<file path="src/hdl/leib_pkg.sv">
// ----------------------------------------------------------------------------
// leib_pkg
// Shared constants, types and position helpers for the line edit input buffer.
// ----------------------------------------------------------------------------
package leib_pkg;

	localparam int BUF_DEPTH = 128;
	localparam int ADDR_W    = $clog2(BUF_DEPTH);
	localparam int POS_W     = $clog2(2 * BUF_DEPTH);

	localparam logic [POS_W-1:0] POS_LAST  = POS_W'(2 * BUF_DEPTH - 1);
	localparam logic [POS_W-1:0] POS_DEPTH = POS_W'(BUF_DEPTH);

	localparam logic [7:0] CH_LF  = 8'h0A;
	localparam logic [7:0] CH_CR  = 8'h0D;
	localparam logic [7:0] CH_BS  = 8'h08;
	localparam logic [7:0] CH_DEL = 8'h7F;
	localparam logic [7:0] CH_SP  = 8'h20;
	localparam logic [7:0] CH_NUL = 8'h00;

	localparam logic REQ_CHAR = 1'b0;
	localparam logic REQ_READ = 1'b1;

	typedef enum logic [1:0] {
		KIND_ECHO  = 2'd0,
		KIND_DATA  = 2'd1,
		KIND_EMPTY = 2'd2
	} out_kind_t;

	typedef enum logic [1:0] {
		RES_SINGLE  = 2'd0,
		RES_NEWLINE = 2'd1,
		RES_ERASE   = 2'd2
	} res_mode_t;

	typedef struct packed {
		logic load;
		logic eval;
		logic capture;
		logic step;
	} cmd_t;

	typedef struct packed {
		logic noop;
		logic read_data;
		logic res_last;
	} sts_t;

	function automatic logic [POS_W-1:0] pos_inc(input logic [POS_W-1:0] p);
		return (p == POS_LAST) ? '0 : p + POS_W'(1);
	endfunction

	function automatic logic [POS_W-1:0] pos_dec(input logic [POS_W-1:0] p);
		return (p == '0) ? POS_LAST : p - POS_W'(1);
	endfunction

	function automatic logic [ADDR_W-1:0] pos_slot(input logic [POS_W-1:0] p);
		logic [POS_W-1:0] s;
		s = (p >= POS_DEPTH) ? p - POS_DEPTH : p;
		return s[ADDR_W-1:0];
	endfunction

	function automatic logic [POS_W-1:0] fill_level(input logic [POS_W-1:0] e,
			input logic [POS_W-1:0] r);
		logic [POS_W:0] t;
		t = {1'b0, e} + (POS_W+1)'(2 * BUF_DEPTH) - {1'b0, r};
		return (e >= r) ? e - r : t[POS_W-1:0];
	endfunction

endpackage

</file>
<file path="src/hdl/leib_req_if.sv">
// ----------------------------------------------------------------------------
// leib_req_if
// Request channel: received character or read request, valid/ready.
// ----------------------------------------------------------------------------
interface leib_req_if;
	logic       valid;
	logic       ready;
	logic       req_type;
	logic [7:0] rx_byte;

	modport source (output valid, output req_type, output rx_byte, input ready);
	modport sink   (input valid, input req_type, input rx_byte, output ready);
endinterface

</file>
<file path="src/hdl/leib_res_if.sv">
// ----------------------------------------------------------------------------
// leib_res_if
// Result channel: echo bytes, read data or empty reports, valid/ready.
// ----------------------------------------------------------------------------
interface leib_res_if;
	logic       valid;
	logic       ready;
	logic [1:0] out_kind;
	logic [7:0] out_byte;
	logic       end_of_line;
	logic       last;

	modport source (output valid, output out_kind, output out_byte,
		output end_of_line, output last, input ready);
	modport sink   (input valid, input out_kind, input out_byte,
		input end_of_line, input last, output ready);
endinterface

</file>
<file path="src/hdl/leib_ram.sv">
// ----------------------------------------------------------------------------
// leib_ram
// Generic simple dual port RAM, one write and one registered read port.
// ----------------------------------------------------------------------------
module leib_ram #(
	parameter int WIDTH = 8,
	parameter int DEPTH = 128
) (
	input  logic                     clk,
	input  logic                     we,
	input  logic [$clog2(DEPTH)-1:0] waddr,
	input  logic [WIDTH-1:0]         wdata,
	input  logic                     re,
	input  logic [$clog2(DEPTH)-1:0] raddr,
	output logic [WIDTH-1:0]         rdata
);

	logic [WIDTH-1:0] mem [DEPTH];
	logic [WIDTH-1:0] rdata_q;

	always_ff @(posedge clk) begin
		if (we) begin
			mem[waddr] <= wdata;
		end
		if (re) begin
			rdata_q <= mem[raddr];
		end
	end

	assign rdata = rdata_q;

endmodule

</file>
<file path="src/hdl/leib_ctrl.sv">
// ----------------------------------------------------------------------------
// leib_ctrl
// Sequencer: accept a request, evaluate it, wait for store data, emit results.
// ----------------------------------------------------------------------------
module leib_ctrl (
	input  logic          clk,
	input  logic          arst_n,
	input  logic          in_valid,
	output logic          in_ready,
	output logic          out_valid,
	input  logic          out_ready,
	output leib_pkg::cmd_t cmd,
	input  leib_pkg::sts_t sts
);

	typedef enum logic [3:0] {
		ST_IDLE   = 4'b0001,
		ST_EVAL   = 4'b0010,
		ST_RDWAIT = 4'b0100,
		ST_OUT    = 4'b1000
	} state_t;

	state_t state_q, state_d;

	always_ff @(posedge clk or negedge arst_n) begin
		if (!arst_n) begin
			state_q <= ST_IDLE;
		end else begin
			state_q <= state_d;
		end
	end

	always_comb begin
		state_d = state_q;
		unique case (state_q)
			ST_IDLE: begin
				if (in_valid) state_d = ST_EVAL;
			end
			ST_EVAL: begin
				priority if (sts.noop) state_d = ST_IDLE;
				else if (sts.read_data) state_d = ST_RDWAIT;
				else state_d = ST_OUT;
			end
			ST_RDWAIT: begin
				state_d = ST_OUT;
			end
			ST_OUT: begin
				// stay until the final result of the request is taken
				if (out_ready && sts.res_last) state_d = ST_IDLE;
			end
			default: begin
				state_d = ST_IDLE;
			end
		endcase
	end

	assign in_ready    = (state_q == ST_IDLE);
	assign out_valid   = (state_q == ST_OUT);
	assign cmd.load    = (state_q == ST_IDLE) && in_valid;
	assign cmd.eval    = (state_q == ST_EVAL);
	assign cmd.capture = (state_q == ST_RDWAIT);
	assign cmd.step    = (state_q == ST_OUT) && out_ready;

endmodule

</file>
<file path="src/hdl/leib_dp.sv">
// ----------------------------------------------------------------------------
// leib_dp
// Datapath: ring positions, line store, request decode and result register.
// ----------------------------------------------------------------------------
module leib_dp (
	input  logic           clk,
	input  logic           arst_n,
	input  leib_pkg::cmd_t cmd,
	output leib_pkg::sts_t sts,
	input  logic           req_type,
	input  logic [7:0]     rx_byte,
	output logic [1:0]     out_kind,
	output logic [7:0]     out_byte,
	output logic           end_of_line,
	output logic           last
);

	logic                       req_q;
	logic [7:0]                 byte_q;
	logic [leib_pkg::POS_W-1:0] read_pos_q, commit_pos_q, edit_pos_q;
	leib_pkg::res_mode_t        res_mode_q;
	logic [1:0]                 res_idx_q;
	leib_pkg::out_kind_t        res_kind_q;
	logic [7:0]                 res_byte_q;
	logic                       res_eol_q;

	logic                       is_read, is_lf, is_erase, room, empty, do_store;
	logic [leib_pkg::POS_W-1:0] edit_inc;
	logic                       ram_re;
	logic [7:0]                 ram_rdata;

	assign is_read  = (req_q == leib_pkg::REQ_READ);
	assign is_lf    = (byte_q == leib_pkg::CH_LF);
	assign is_erase = (byte_q == leib_pkg::CH_BS) || (byte_q == leib_pkg::CH_DEL);
	assign room     = leib_pkg::fill_level(edit_pos_q, read_pos_q) < leib_pkg::POS_DEPTH;
	assign empty    = (read_pos_q == commit_pos_q);
	assign edit_inc = leib_pkg::pos_inc(edit_pos_q);

	// line feed is stored when there is room; nul bytes are only echoed
	assign do_store = !is_read && room && !is_erase && (is_lf || byte_q != leib_pkg::CH_NUL);
	assign ram_re   = cmd.eval && is_read && !empty;

	leib_ram #(
		.WIDTH(8),
		.DEPTH(leib_pkg::BUF_DEPTH)
	) u_store (
		.clk  (clk),
		.we   (cmd.eval && do_store),
		.waddr(leib_pkg::pos_slot(edit_pos_q)),
		.wdata(byte_q),
		.re   (ram_re),
		.raddr(leib_pkg::pos_slot(read_pos_q)),
		.rdata(ram_rdata)
	);

	always_ff @(posedge clk or negedge arst_n) begin
		if (!arst_n) begin
			read_pos_q   <= '0;
			commit_pos_q <= '0;
			edit_pos_q   <= '0;
			res_idx_q    <= '0;
		end else begin
			if (cmd.eval) begin
				res_idx_q <= '0;
				priority if (is_read) begin
					if (!empty) read_pos_q <= leib_pkg::pos_inc(read_pos_q);
				end else if (is_lf) begin
					edit_pos_q   <= room ? edit_inc : edit_pos_q;
					commit_pos_q <= room ? edit_inc : edit_pos_q;
				end else if (is_erase) begin
					if (edit_pos_q != commit_pos_q) begin
						edit_pos_q <= leib_pkg::pos_dec(edit_pos_q);
					end
				end else begin
					if (do_store) edit_pos_q <= edit_inc;
				end
			end else if (cmd.step) begin
				res_idx_q <= res_idx_q + 2'd1;
			end
		end
	end

	always_ff @(posedge clk) begin
		if (cmd.load) begin
			req_q  <= req_type;
			byte_q <= (rx_byte == leib_pkg::CH_CR) ? leib_pkg::CH_LF : rx_byte;
		end
		if (cmd.eval) begin
			res_eol_q <= 1'b0;
			priority if (is_read) begin
				res_mode_q <= leib_pkg::RES_SINGLE;
				res_kind_q <= leib_pkg::KIND_EMPTY;
				res_byte_q <= leib_pkg::CH_NUL;
			end else if (is_lf) begin
				res_mode_q <= leib_pkg::RES_NEWLINE;
				res_kind_q <= leib_pkg::KIND_ECHO;
				res_byte_q <= byte_q;
			end else if (is_erase) begin
				res_mode_q <= leib_pkg::RES_ERASE;
				res_kind_q <= leib_pkg::KIND_ECHO;
				res_byte_q <= byte_q;
			end else begin
				res_mode_q <= leib_pkg::RES_SINGLE;
				res_kind_q <= leib_pkg::KIND_ECHO;
				res_byte_q <= byte_q;
			end
		end
		if (cmd.capture) begin
			res_kind_q <= leib_pkg::KIND_DATA;
			res_byte_q <= ram_rdata;
			res_eol_q  <= (ram_rdata == leib_pkg::CH_LF);
		end
	end

	always_comb begin
		out_kind    = res_kind_q;
		out_byte    = res_byte_q;
		end_of_line = res_eol_q;
		last        = 1'b1;
		unique case (res_mode_q)
			leib_pkg::RES_SINGLE: begin
				last = 1'b1;
			end
			leib_pkg::RES_NEWLINE: begin
				out_byte = (res_idx_q == 2'd0) ? leib_pkg::CH_CR : leib_pkg::CH_LF;
				last     = (res_idx_q == 2'd1);
			end
			leib_pkg::RES_ERASE: begin
				out_byte = (res_idx_q == 2'd1) ? leib_pkg::CH_SP : leib_pkg::CH_BS;
				last     = (res_idx_q == 2'd2);
			end
			default: begin
				last = 1'b1;
			end
		endcase
	end

	assign sts.noop      = !is_read && is_erase && (edit_pos_q == commit_pos_q);
	assign sts.read_data = is_read && !empty;
	assign sts.res_last  = last;

endmodule

</file>
<file path="src/hdl/line_edit_input_buffer_unit.sv">
// ----------------------------------------------------------------------------
// line_edit_input_buffer_unit
// Console line editing ring buffer with echo and non-blocking byte reads.
// ----------------------------------------------------------------------------
// One request is handled at a time. A received character is accepted and
// evaluated, then each of its echo results is offered in turn: one for a plain
// byte, two for a line feed (CR, LF) and three for an erase (BS, SP, BS); an
// erase with nothing to remove returns to idle with no result. A read that
// returns a byte passes through an extra wait state, set by the registered read
// port of the line store; an empty read goes straight to its result. The next
// request is accepted once the last result has been taken. The line store has
// no reset and needs no clearing pass.
module line_edit_input_buffer_unit (
	input  logic      clk,
	input  logic      arst_n,
	leib_req_if.sink  req,
	leib_res_if.source res
);

	leib_pkg::cmd_t cmd;
	leib_pkg::sts_t sts;

	leib_ctrl u_ctrl (
		.clk      (clk),
		.arst_n   (arst_n),
		.in_valid (req.valid),
		.in_ready (req.ready),
		.out_valid(res.valid),
		.out_ready(res.ready),
		.cmd      (cmd),
		.sts      (sts)
	);

	leib_dp u_dp (
		.clk        (clk),
		.arst_n     (arst_n),
		.cmd        (cmd),
		.sts        (sts),
		.req_type   (req.req_type),
		.rx_byte    (req.rx_byte),
		.out_kind   (res.out_kind),
		.out_byte   (res.out_byte),
		.end_of_line(res.end_of_line),
		.last       (res.last)
	);

endmodule

</file>
<file path="src/flat_wrapper.sv">
// flat-port wrapper written by rule: the top's interface ports become plain ports
module line_edit_input_buffer_unit_flat 
  (clk, arst_n, req_valid, req_req_type, req_rx_byte, req_ready, res_valid, res_out_kind, res_out_byte, res_end_of_line, res_last, res_ready);
  leib_req_if req_i ();
  leib_res_if res_i ();
  input  logic clk;
  input  logic arst_n;
  input wire logic [$bits(req_i.valid)-1:0] req_valid;
  input wire logic [$bits(req_i.req_type)-1:0] req_req_type;
  input wire logic [$bits(req_i.rx_byte)-1:0] req_rx_byte;
  output wire logic [$bits(req_i.ready)-1:0] req_ready;
  output wire logic [$bits(res_i.valid)-1:0] res_valid;
  output wire logic [$bits(res_i.out_kind)-1:0] res_out_kind;
  output wire logic [$bits(res_i.out_byte)-1:0] res_out_byte;
  output wire logic [$bits(res_i.end_of_line)-1:0] res_end_of_line;
  output wire logic [$bits(res_i.last)-1:0] res_last;
  input wire logic [$bits(res_i.ready)-1:0] res_ready;
  assign req_i.valid = req_valid;
  assign req_i.req_type = req_req_type;
  assign req_i.rx_byte = req_rx_byte;
  assign req_ready = req_i.ready;
  assign res_valid = res_i.valid;
  assign res_out_kind = res_i.out_kind;
  assign res_out_byte = res_i.out_byte;
  assign res_end_of_line = res_i.end_of_line;
  assign res_last = res_i.last;
  assign res_i.ready = res_ready;
  line_edit_input_buffer_unit u_core (.clk(clk), .arst_n(arst_n), .req(req_i), .res(res_i));
endmodule
</file>
<file path="config.mk">
export PLATFORM = sky130hd
export DESIGN_NAME = line_edit_input_buffer_unit_flat
export DESIGN_NICKNAME = d
export VERILOG_FILES = /design/src/hdl/leib_pkg.sv /design/src/hdl/leib_req_if.sv /design/src/hdl/leib_res_if.sv /design/src/hdl/leib_ram.sv /design/src/hdl/leib_ctrl.sv /design/src/hdl/leib_dp.sv /design/src/hdl/line_edit_input_buffer_unit.sv /design/src/flat_wrapper.sv
export SDC_FILE = /design/constraint.sdc
export NUM_CORES = 1
export LEC_CHECK = 0
export BUFFER_PORTS_ARGS = -buffer_cell sky130_fd_sc_hd__buf_2
export CAP_MARGIN = 20
export CORE_MARGIN = 5
export CORE_UTILIZATION = 25
export DETAILED_ROUTE_END_ITERATION = 8
export PLACE_DENSITY = 0.5
export SLEW_MARGIN = 10
export SYNTH_ARGS = -nofsm -noshare
export SYNTH_HDL_FRONTEND = slang
export SYNTH_SLANG_ARGS = --single-unit
</file>
<file path="constraint.sdc">
create_clock -name clk -period 4.25 [get_ports clk]
set_clock_uncertainty 0.15 [all_clocks]
set_input_delay 0.85 -clock clk [delete_from_list [all_inputs] [get_ports clk]]
set_output_delay 0.85 -clock clk [all_outputs]
set_load 0.02 [all_outputs]
</file>
==> summary.md <==
| Metric | Value |
|---|---|
| Run status | finished, final reports clean |
| Number of failing hold endpoints at the final stage | 0 |
| Combinational fraction of design power | 0.126 |
| Unrepaired setup endpoints after global routing | false |
| Met3 Routed Length | 5481 µm |
| Final count of negative-setup-slack endpoints | 0 |
| Netlist area before placement | 43370 µm² |
| Critical Path Start Type | flip-flop |
| Source-to-sink clock delay at the later pin of the worst-skew pair | 0.69 ns |
| Most used standard cell by instance count after synthesis | sky130_fd_sc_hd__edfxtp_1 |
| Endpoint required time on the critical path | 4.40 ns |
| Final weighted congestion in routability-driven placement | 0.8103 |
| Number of setup buffers added after CTS | 0 |
| Worst hold margin | 0.07194 ns |
| Routed wire length | 109400 µm |
| Biggest area consumer among synthesized cells | sky130_fd_sc_hd__edfxtp_1 |
| Clock group share of total power | 0.378 |
| Data arrival, critical path | 4.13 ns |
| R2R cell count | 8 |
| CTS tree | yes |
| Post-synth top flop | sky130_fd_sc_hd__edfxtp_1 |
| Number of max-slew violations in the final report | 0 |
| Worst slack, placed | 0.2200 ns |
| Number of antenna violations at the first check in global routing | 0 |
| Wire length on met1 | 48880 µm |
| Pleak | 0.01538 µW |
| Min Clock Period, post-route | 3.983 ns |
| Sequential element share of the synthesized area | 0.7467 |
| Vias in the first global route | 22400 |
| Average cell area after synthesis | 18.96 µm² |
| Met2 WL post-DR | 52330 µm |
| TNS Setup | 0 ns |
| Rows | 152 |
| CP cell instances | or4b_4, clkinv_4, o311ai_1, nor3_1, mux2i_4, nor3_2, nand2_1, nor2_1 |
| Sw Share | 0.2488 |
| Max transition margin | 0.2843 |
| Wire length of the first global-routing pass | 159000 µm |
| Number of synthesized register bits | 1084 |
| Die Wd | 426.5 µm |
| CTS Sinks | 1084 |
| Standard cell with the maximum stage delay on the critical path | sky130_fd_sc_hd__nor2_1 |
| Boundary pin count | 27 |
| P&R area growth vs syn | 15.66% |
| H-tree levels | 3 |
| Worst R2R Setup Slack | 0.27 ns |
| Share of Yosys cell area claimed by the top area cell type | 0.7284 |
| Worst reg2reg endpoint | u_core.u_dp.u_store.mem[19][6] |
| Buf/Inv on CP | 1 |
| Net Count, Synth | 2315 |
| CP top delay family | simple AND/OR/NAND/NOR gates |
| Final #Nets | 2415 |
| Cell count after synthesis | 2287 |
| Pin count of the biggest net entering global routing | 105 |
| Die Outline Area | 181900 µm² |
| Top routing layer used | met4 |
| Crit path setup slack, layout | 0.2671 ns |
| Number of flops mapped to enable cells by yosys | 1052 |
| Highest cell delay on the worst timing path | 0.84 ns |
| Vertical die dimension | 426.5 µm |
| Total track usage | 0.1181 |
| Residual antenna-violating net count after detailed routing | 0 |
| Clock transition at the register clock pins on the worst setup and hold paths after CTS | 0.06 ns |
| CTS Hold Bufs | 0 |
| Detailed Routing Iterations Pass 1 | 5 |
| # DRC | 0 |
| Commonest cells in the netlist | sky130_fd_sc_hd__edfxtp_1 (1052), sky130_fd_sc_hd__mux4_2 (232), sky130_fd_sc_hd__nor2_1 (178) |
| End point of the critical path | u_core.u_dp.u_store.mem[19][6] |
| N_diodes | 0 |
| Mean number of vias per cell | 4.531 |
| WS Path Type | flip-flop to flip-flop |
| Element type at the critical path end | flip-flop |
| Pwr Density | 497.6 nW/µm² |
| Distinct cells, synth | 66 |
| Count of port buffers added during placement | 26 |
| Largest cells by area after synthesis | sky130_fd_sc_hd__edfxtp_1 (73%), sky130_fd_sc_hd__mux4_2 (12%), sky130_fd_sc_hd__mux2i_1 (2.6%), sky130_fd_sc_hd__dfrtp_1 (1.7%), sky130_fd_sc_hd__nor2_1 (1.5%) |
| Type of the most critical hold path | input pin to async pin |
| Core box area | 172100 µm² |
| Share of synthesized registers carrying an async set or reset | 0.02768 |
| Power share of the sequential group | 0.497 |
| Max Freq | 0.2511 GHz |
| Initial detailed-routing violation count | 1981 |
| Launching element of the worst setup path | u_core.u_ctrl.state_q[3] |
| Share of the clock period used by the worst path after layout | 0.9372 |
| Post-DP HPWL | 66040 µm |
| Worst path depth | 8 |
| Vias post-DR | 21670 |
| R2r startpoint | u_core.u_ctrl.state_q[3] |
| Max-capacitance violation count | 0 |
| Fraction of layout cells with a size suffix above 1 | 0.2204 |
| Worst VDD drop | 0.3099 mV |
| Psw | 6211 µW |
| Wire length per cell | 22.88 µm |
| Maximum number of buffers from clock root to sink | 3 |
| Largest fanout of any net on the critical path | 11 |
| Root cell of the clock tree | sky130_fd_sc_hd__clkbuf_16 |
| Initial Utilization | 0.2520 |
| Cts bufs inserted | 111 |
| Internal cell power | 18750 µW |
| Overall overflow remaining after global route | 0 |
| # resized after CTS | 0 |
| Measured slew at the worst slew-check pin | 1.072 ns |
| Synthesis warning total | 0 |
per-stage QoR:
step | std cells | instance area [µm²] | total power, µW | utilization
detailed placement | 4583 | 46680 | 15820 | 0.2712
floorplan | 2287 | 43370 | 14510 | -
finish | 4783 | 50160 | 24960 | 0.2914
global route | 4783 | 50160 | 25870 | 0.2914
global placement | 4583 | 46680 | 15810 | 0.2712
CTS | 4782 | 50150 | 25250 | 0.2914
how the worst min path moves through the flow:
| stage | to | slack, ns | cells past startpoint |
|---|---|---|---|
| after floorplan | u_core.u_dp.res_byte_q[1] | 0.36 | 2 |
| after global placement | u_core.u_dp.out_kind[0] | 0.32 | 1 |
| after detailed placement | u_core.u_dp.out_kind[0] | 0.32 | 1 |
| after CTS | u_core.u_ctrl.state_q[1] | 0.05 | 1 |
| after global routing | u_core.u_dp.res_idx_q[1] | 0.11 | 1 |
| final | u_core.u_ctrl.state_q[2] | 0.07 | 1 |
registers in the layout, summed over array words and instances, names as in the netlist:
name,cells
u_core.u_dp.byte_q,8
u_core.u_dp.res_byte_q,8
u_core.u_ctrl.state_q,4
u_core.u_dp.res_idx_q,2
u_core.u_dp.read_pos_q,8
u_core.u_dp.res_mode_q,2
u_core.u_dp.commit_pos_q,8
u_core.u_dp.u_store.mem,1024
u_core.u_dp.u_store.rdata,8
u_core.u_dp.is_read,1
u_core.u_dp.end_of_line,1
u_core.u_dp.out_kind,2
u_core.u_dp.edit_pos_q,8
power by group through the flow:
stage / Clock (µW) / Sequential [µW] / Combinational, µW
finish: 9430 / 12400 / 3140
global route: 10100 / 12400 / 3380
CTS: 9660 / 12400 / 3190
detailed placement: 0 / 12600 / 3190
global placement: 0 / 12600 / 3190
floorplan: 0 / 12900 / 1570
area by class of cell:
class | count | area [µm²]
clock buffer | 138 | 2910
sequential | 1084 | 32390
fill | 16890 | 122000
inverter | 22 | 90.09
multi-input combinational | 1045 | 10300
tap | 2310 | 2890
timing repair buffer | 123 | 1021
clock inverter | 61 | 559.3
routing by layer:
metal | global-route usage | vias to the layer above
met3 | 0.02018 | 134
met4 | 0.03719 | 0
met2 | 0.1911 | 547
met1 | 0.1625 | 11520
li1 | - | 9467
met5 | 0 | -
cell usage in the layout, fill, tap and decap left out, drive strengths merged, types with 15 or more instances in the layout:
| cell type | n |
|---|---|
| nor2 | 178 |
| xor2 | 19 |
| mux4 | 232 |
| dfrtp | 29 |
| a21oi | 59 |
| mux2 | 16 |
| a221oi | 15 |
| a31oi | 20 |
| o22ai | 17 |
| buf | 122 |
| nand3 | 29 |
| edfxtp | 1052 |
| inv | 23 |
| o221ai | 22 |
| ha | 15 |
| mux2i | 112 |
| nand2 | 127 |
| clkinv | 46 |
| clkbuf | 139 |
| o21ai | 55 |
kinds of logic (layout without fill, tap and decap cells):
| logic type | after synthesis | count (layout) | share of synthesized area |
|---|---|---|---|
| DFF | 1084 | 1084 | 0.7467 |
| and+or+nand+nor | 408 | 408 | 0.04154 |
| muxes | 360 | 360 | 0.1508 |
| AOI/OAI and AO/OA | 235 | 235 | 0.03502 |
| buffers and inverters | 158 | 344 | 0.01621 |
| xor gates and xnor gates | 27 | 27 | 0.005453 |
| adders and majority gates | 15 | 15 | 0.004328 |
No activity file was read; power rests on OpenSTA's default activity.
